==> src/rtl/btli_pkg.sv <==
// Shared types and constants for the breakpoint table interpolator.
// No dependencies.
`default_nettype none
package btli_pkg;
    localparam int MAX_POINTS_DEF    = 16;
    localparam int FRACTION_BITS_DEF = 16;
    localparam int CNT_W             = 5;

    localparam logic [1:0] REG_TIME_COUNT     = 2'd0;
    localparam logic [1:0] REG_STRENGTH_COUNT = 2'd1;
    localparam logic [1:0] REG_WIDTH_COUNT    = 2'd2;

    typedef enum logic [2:0] {
        ST_IDLE,
        ST_SEARCH,
        ST_DIVIDE,
        ST_MULT,
        ST_SUM,
        ST_OUT
    } ctrl_state_t;

    // controller -> datapath
    typedef struct packed {
        logic load;       // write table entry from input
        logic start;      // capture query, reset search
        logic search;     // examine one breakpoint
        logic div_start;  // set up divider
        logic div_step;   // one quotient bit
        logic mult;       // register the products
        logic sum;        // form and saturate results
    } dp_cmd_t;

    // datapath -> controller
    typedef struct packed {
        logic search_done;
        logic need_div;
        logic div_done;
    } dp_stat_t;
endpackage
`default_nettype wire

==> src/rtl/btli_ctrl.sv <==
// Sequencer for the interpolator: load, search, divide, multiply, output.
// Depends on btli_pkg.
`default_nettype none
module btli_ctrl (
    input  wire logic                clk,
    input  wire logic                rst_n,
    input  wire logic                in_fire,
    input  wire logic                in_mode,
    input  wire logic                out_fire,
    input  wire btli_pkg::dp_stat_t  stat,
    output btli_pkg::dp_cmd_t        cmd,
    output logic                     s_ready,
    output logic                     m_valid
);
    import btli_pkg::*;

    ctrl_state_t state_reg, state_next;

    always_ff @(posedge clk or negedge rst_n)
    begin
        if (!rst_n)
            state_reg <= ST_IDLE;
        else
            state_reg <= state_next;
    end

    // next state
    always_comb
    begin
        state_next = state_reg;
        case (state_reg)
            ST_IDLE:   if (in_fire && in_mode) state_next = ST_SEARCH;
            ST_SEARCH:
            begin
                if (stat.search_done)
                    state_next = stat.need_div ? ST_DIVIDE : ST_SUM;
            end
            ST_DIVIDE: if (stat.div_done) state_next = ST_MULT;
            ST_MULT:   state_next = ST_SUM;
            ST_SUM:    state_next = ST_OUT;
            ST_OUT:    if (out_fire) state_next = ST_IDLE;
            default:   state_next = ST_IDLE;
        endcase
    end

    // outputs
    always_comb
    begin
        cmd = '0;
        s_ready = 1'b0;
        m_valid = 1'b0;
        case (state_reg)
            ST_IDLE:
            begin
                s_ready   = 1'b1;
                cmd.load  = in_fire && !in_mode;
                cmd.start = in_fire && in_mode;
            end
            ST_SEARCH:
            begin
                cmd.search    = !stat.search_done;
                cmd.div_start = stat.search_done && stat.need_div;
            end
            ST_DIVIDE: cmd.div_step = !stat.div_done;
            ST_MULT:   cmd.mult = 1'b1;
            ST_SUM:    cmd.sum = 1'b1;
            ST_OUT:    m_valid = 1'b1;
            default:   cmd = '0;
        endcase
    end

    a_ready_idle: assert property (@(posedge clk) disable iff (!rst_n)
        s_ready |-> !m_valid) else $error("ready while result pending");
    a_out_hold: assert property (@(posedge clk) disable iff (!rst_n)
        (m_valid && !out_fire) |=> m_valid) else $error("result dropped");
    a_start_search: assert property (@(posedge clk) disable iff (!rst_n)
        cmd.start |=> state_reg == ST_SEARCH) else $error("query not started");
endmodule
`default_nettype wire

==> config.mk <==
export PLATFORM = sky130hd
export DESIGN_NAME = btli_ctrl
export DESIGN_NICKNAME = d
export VERILOG_FILES = /design/src/rtl/btli_pkg.sv /design/src/rtl/btli_ctrl.sv
export SDC_FILE = /design/constraint.sdc
export NUM_CORES = 1
export LEC_CHECK = 0
export BUFFER_PORTS_ARGS = -buffer_cell sky130_fd_sc_hd__buf_2
export CAP_MARGIN = 20
export CORE_AREA = 2 2 39 41
export DETAILED_ROUTE_END_ITERATION = 7
export DIE_AREA = 0 0 41 43
export SLEW_MARGIN = 5
export SYNTH_ARGS = -nofsm -noshare
export SYNTH_HDL_FRONTEND = slang
export SYNTH_SLANG_ARGS = --single-unit
==> constraint.sdc <==
create_clock -name clk -period 2.65 [get_ports clk]
set_input_delay 0.1325 -clock clk [delete_from_list [all_inputs] [get_ports clk]]
set_output_delay 0.1325 -clock clk [all_outputs]
set_load 0.005 [all_outputs]
==> results.json, run 1 <==
{
  "row_count": 14,
  "leakagePower_nw": 0.238,
  "clk_latency_ns": 0.24,
  "setup.worst_path.class": "reg -> out",
  "clkSlewWorstSetupHoldPaths_ns": 0.04,
  "cp_slowest_stage_delay_ns": 0.59,
  "numCtsBuffers": 3,
  "wl_per_cell_um": 10.1,
  "remaining_drc_errors": 0,
  "synth_cells": 33,
  "final_common_cell": "buf_2",
  "slowest_stage": "or4b_4",
  "tightest_slew_ns": 0.339,
  "grt_usage_pct": 8.84,
  "min-delay-start": "out_fire",
  "multi_input_area_um2": 201,
  "finalHoldViolations": 0,
  "power.density_mw_per_mm2": 1030,
  "final_cell_mix": "buf_2, clkbuf_4, dfrtp_1",
  "gp_congestion": 0.669,
  "syn_to_final_growth_pct": 33.9,
  "arrival_ns": 1.46,
  "die_x_um": 41,
  "diodes": 0,
  "io_buffers": 16,
  "clockBufferDepth": 2,
  "post-route-period-util_pct": 60.1,
  "root_buffer": "clkbuf_4",
  "end_kind": "output port",
  "start_kind": "flip-flop",
  "firstDrtPassIters": 2,
  "syn-mean-instance-area_um2": 9.52,
  "gr-total-overflow": 0,
  "rsz0062_at_grt": "false",
  "synth_nets": 41,
  "syn_area_um2": 314,
  "coreArea_mm2": 0.00138,
  "synth-seq-cells": 3,
  "cap_violations": 0,
  "hp-class": "in -> reg",
  "vias_per_cell": 4.40,
  "start_util_pct": 22.7,
  "seq_area_frac_synth_pct": 23.9,
  "yosysTopAreaCell": "dfrtp_1",
  "min_to": "state_reg[2]",
  "vdd_drop_max_uv": 417,
  "antenna_left": 0,
  "drt_iter0_markers": 1,
  "placed_area_um2": 384,
  "ff2ff_setup_slack_ns": 1.42,
  "final.setup.tns_ns": 0,
  "cts_sinks": 3,
  "dp_hpwl_um": 522,
  "grt_pass1_vias": 269,
  "cts_resized": 0,
  "cts_max_level": 1,
  "max_freq_ghz": 0.628,
  "ys_warn_count": 0,
  "post_cts_buffers": 0,
  "drive_above_1_share_pct": 49.0,
  "layout.nets": 60,
  "finalClockSkew_ns": 0.00169,
  "cp_max_fo": 10,
  "nFillCells": 157,
  "fin_area_um2": 420,
  "final-seq-area_um2": 75.1,
  "r2r_cells": 2,
  "yosysTopAreaCellShare_pct": 23.9,
  "worstHoldPathCells": 3,
  "setup_violations": 0,
  "cp_top_family": "simple AND/OR/NAND/NOR gates",
  "r2r-start": "state_reg[2]",
  "outcome": "finished, final reports clean",
  "relSlewSlack_pct": 77.4,
  "vias": 295,
  "grt_pass1_wl_um": 1050,
  "synthTopCellsByArea": "dfrtp_1, buf_6, nand3b_4, nor4b_2, or4b_4",
  "ys_types": 25,
  "reg2reg_to": "state_reg[1]",
  "cp.required_ns": 2.52,
  "crit_buf_inv": 2,
  "cts_tree": "done",
  "drv_slew": 0,
  "die_y_um": 43,
  "fin_crit_ns": 1.59,
  "path_cells": "or4b_4 > inv_1 > buf_2",
  "totalWireLength_um": 680,
  "grt_max_degree": 14,
  "largest_reg_flops": 3,
  "ios": 17,
  "fp.dieArea_mm2": 0.00176,
  "antenna_found_initial": 0
}
-- routing by layer --
layer  part of all wire [%]  up-vias  global-route usage (%)
met3                     11        0                    3.14
met4                      0        0                    6.00
met2                     38       17                    10.3
met1                     51      124                    12.9
li1                       -      154                       -
met5                      0        -                       0
-- kinds of logic after synthesis --
family,after synthesis,synth area share (%)
AOI/OAI and AO/OA,8,19.9
muxes,1,3.19
DFF,3,23.9
and+or+nand+nor,16,41.0
buffers and inverters,5,12.0
-- final cells by class --
type	instances	share of cell area, %
Inverter	2	1.79
Tap cell	16	4.76
Sequential cell	3	17.9
Clock buffer	4	6.25
Timing Repair Buffer	17	21.4
Multi-Input combinational cell	25	47.9
-- synthesized netlist by cell type (all sizes together) --
master and count:
or4b 1, a21o 1, o31ai 1, and3 2
mux2i 1, nand2b 2, o2bb2ai 1, o21a 1
nor3 1, a21oi 2, nor3b 1, nand2 1
nor2b 1, a2bb2oi 1, inv 2, buf 3
and3b 1, and2 1, and2b 1, dfrtp 3
nand3b 1, nor4b 1, a211oi 1, nor2 2
-- metrics by stage --
step | power, W | setup WS [ns] | utilization [%] | hold slack (ns) | std cells
2_1_floorplan | 0.000316 | 1.43 | - | -0.163 | 33
3_3_place_gp | 0.000353 | 1.33 | 27.8 | -0.0704 | 62
3_5_place_dp | 0.000349 | 1.30 | 27.8 | -0.0702 | 62
4_1_cts | 0.000436 | 1.05 | 30.4 | 0.171 | 67
5_1_grt | 0.000473 | 0.982 | 30.4 | 0.183 | 67
6_report | 0.000432 | 1.06 | 30.4 | 0.175 | 67
-- power by group --
group / switching [W] / total [W] / internal, W / leakage, nW
logic: 0.0000898 / 0.000222 / 0.000132 / 0.185
registers: 0.0000590 / 0.000127 / 0.0000682 / 0.0376
clock network: 0.0000259 / 0.0000825 / 0.0000566 / 0.0150
-- worst max-delay path by stage --
stage,from,endpoint,slack (ns),cells past startpoint
after floorplan,state_reg[2],cmd[2],1.43,3
after global placement,state_reg[1],cmd[2],1.33,3
after detailed placement,state_reg[1],cmd[2],1.30,3
after CTS,state_reg[1],cmd[2],1.05,3
after global routing,state_reg[1],cmd[2],0.98,3
final,state_reg[2],cmd[2],1.06,3
-- tightest hold or removal path, cell delays in order --
cell       delay [ns]
buf_2            0.09
inv_1            0.03
o2bb2ai_1        0.11
-- repair_timing --
action,in CTS,in global routing
setup endpoints to repair,0,0
hold endpoints to repair,3,0
hold buffers,1,0
Power figures use the tool's default switching activity.
==> inputs of run 2 (changes only) <==
==> constraint.sdc (replaced) <==
create_clock -name clk -period 1.3 [get_ports clk]
set_input_delay 0.065 -clock clk [delete_from_list [all_inputs] [get_ports clk]]
set_output_delay 0.065 -clock clk [all_outputs]
set_load 0.005 [all_outputs]
==> run 2 against run 1 <==
  * The flow now finishes with violations (negative setup slack)
  * Wire length up 12%
  * Count of clock-buffer cells in the layout unchanged
  * Cell count rose by 10%
  * Register-to-register slack got worse by 1.3 ns
  * Sequential share of layout area down 2.9 points
  * Die area unchanged
  * Critical endpoint unchanged
  * Largest cell class unchanged
  * Largest power group unchanged
==> results.json, run 2 (synthesis results as in run 1) <==
{
  "largest_reg_flops": 3,
  "cts_tree": "done",
  "end_kind": "output port",
  "cap_violations": 0,
  "final-seq-area_um2": 75.1,
  "drt_iter0_markers": 2,
  "firstDrtPassIters": 2,
  "p_sw_w": 0.000419,
  "finalClockSkew_ns": 0.00220,
  "gp_congestion": 0.721,
  "row_count": 14,
  "p_seq_share_pct": 17.3,
  "start_kind": "flip-flop",
  "final.setup.tns_ns": -0.191,
  "grt_pass1_wl_um": 1280,
  "setup.worst_path.class": "reg -> out",
  "max_freq_ghz": 0.725,
  "setup_violations": 4,
  "placement.setup.worst_slack_ns": 0.105,
  "totalWireLength_um": 762,
  "hp-class": "in -> reg",
  "die_x_um": 41,
  "remaining_drc_errors": 0,
  "grt_pass1_vias": 329,
  "start_util_pct": 22.7,
  "vdd_drop_max_uv": 746,
  "fin_ws_ns": -0.0784,
  "pwr-share-comb_pct": 66.8,
  "multi_input_area_um2": 220,
  "root_buffer": "clkbuf_4",
  "cp.required_ns": 1.24,
  "grt_usage_pct": 10.7,
  "fin_crit_ns": 1.38,
  "tightest_slew_ns": 0.270,
  "clkSlewWorstSetupHoldPaths_ns": 0.04,
  "drv_slew": 0,
  "grt_max_degree": 9,
  "path_cells": "or4b_4 > inv_2 > buf_6",
  "netSwitchingFraction_pct": 38.3,
  "wl_per_cell_um": 10.3,
  "power.density_mw_per_mm2": 2180,
  "relSlewSlack_pct": 81.8,
  "pwr-share-clk_pct": 15.9,
  "post-route-period-util_pct": 106,
  "ios": 17,
  "r2r_cells": 3,
  "finalHoldViolations": 0,
  "cp_max_fo": 4,
  "p_int_w": 0.000675,
  "clockBufferDepth": 2,
  "slowest_stage": "or4b_4",
  "antenna_found_initial": 0,
  "violations": "negative setup slack",
  "die_y_um": 43,
  "clk_latency_ns": 0.24,
  "drive_above_1_share_pct": 60.3,
  "fp.dieArea_mm2": 0.00176,
  "cts_max_level": 1,
  "coreArea_mm2": 0.00138,
  "arrival_ns": 1.31,
  "vias": 330,
  "rsz0062_at_grt": "true",
  "leakagePower_nw": 0.279,
  "antenna_left": 0,
  "syn_to_final_growth_pct": 59.8,
  "outcome": "finished, violations left",
  "dp_hpwl_um": 547,
  "worstHoldPathCells": 3,
  "gr-total-overflow": 0,
  "final_common_cell": "buf_2",
  "diodes": 0,
  "cp_slowest_stage_delay_ns": 0.53,
  "io_buffers": 16,
  "layout.nets": 67,
  "final_cell_mix": "buf_2, buf_4, clkbuf_4, dfrtp_1",
  "numCtsBuffers": 3,
  "cts_sinks": 3,
  "stdcell_count": 74,
  "nFillCells": 139,
  "vias_per_cell": 4.46,
  "dp_cells": 65
}
-- run 2: area by class of cell --
type,instances,share of cell area [%]
Clock buffer,4,5.24
Inverter,2,1.50
Multi-Input combinational cell,25,43.9
Sequential cell,3,15.0
Tap cell,16,3.99
Timing Repair Buffer,24,30.4
-- run 2: final timing paths --
| kind | startpoint | endpoint | slack [ns] |
|---|---|---|---|
| setup / recovery | state_reg[0] | cmd[2] | -0.08 |
| hold reg to reg | state_reg[2] | state_reg[1] | 0.65 |
| setup reg to reg | state_reg[0] | state_reg[1] | 0.09 |
| min in group asynchronous | rst_n | state_reg[2] | 0.15 |
| hold / removal | out_fire | state_reg[2] | 0.09 |
| max in group asynchronous | rst_n | state_reg[0] | 1.04 |
-- run 2: critical path, delay by kind of cell, from the launching register on --
kind | cells | cell delay, ns
buf+inv | 2 | 0.15
simple gates | 1 | 0.53
flops | 1 | 0.39
-- run 2: timing repair --
action | 4_1_cts | 5_1_grt
endpoints found under the setup margin | 6 | 9
buffers inserted | 4 | 0
pin swaps | 1 | 0
resized for setup | 2 | 4
hold buffers | 1 | 0
hold endpoints to repair | 3 | 0
-- run 2: metal layers --
| metal | vias to the layer above | wire length, µm | track usage [%] |
|---|---|---|---|
| li1 | 170 | - | - |
| met1 | 143 | 363 | 13.6 |
| met2 | 15 | 331 | 15.3 |
| met3 | 2 | 50 | 1.57 |
| met4 | 0 | 18 | 8.00 |
| met5 | - | 0 | 0 |
-- run 2: power by group through the flow --
stage                     combinational, W  sequential [W]  clock, W
after detailed placement          0.000573        0.000202         0
after CTS                         0.000692        0.000187  0.000178
after floorplan                   0.000478        0.000165         0
final                             0.000731        0.000189  0.000173
after global placement            0.000584        0.000201         0
after global routing              0.000813        0.000196  0.000187
-- run 2: per-stage QoR --
stage	area (µm²)	utilization [%]	hold slack [ns]	total power, W
detailed placement	407	29.4	-0.136	0.000775
floorplan	314	-	-0.231	0.000643
CTS	482	34.8	0.0871	0.00106
finish	502	36.3	0.0907	0.00109
global route	502	36.3	0.0974	0.00120
global placement	407	29.4	-0.139	0.000785
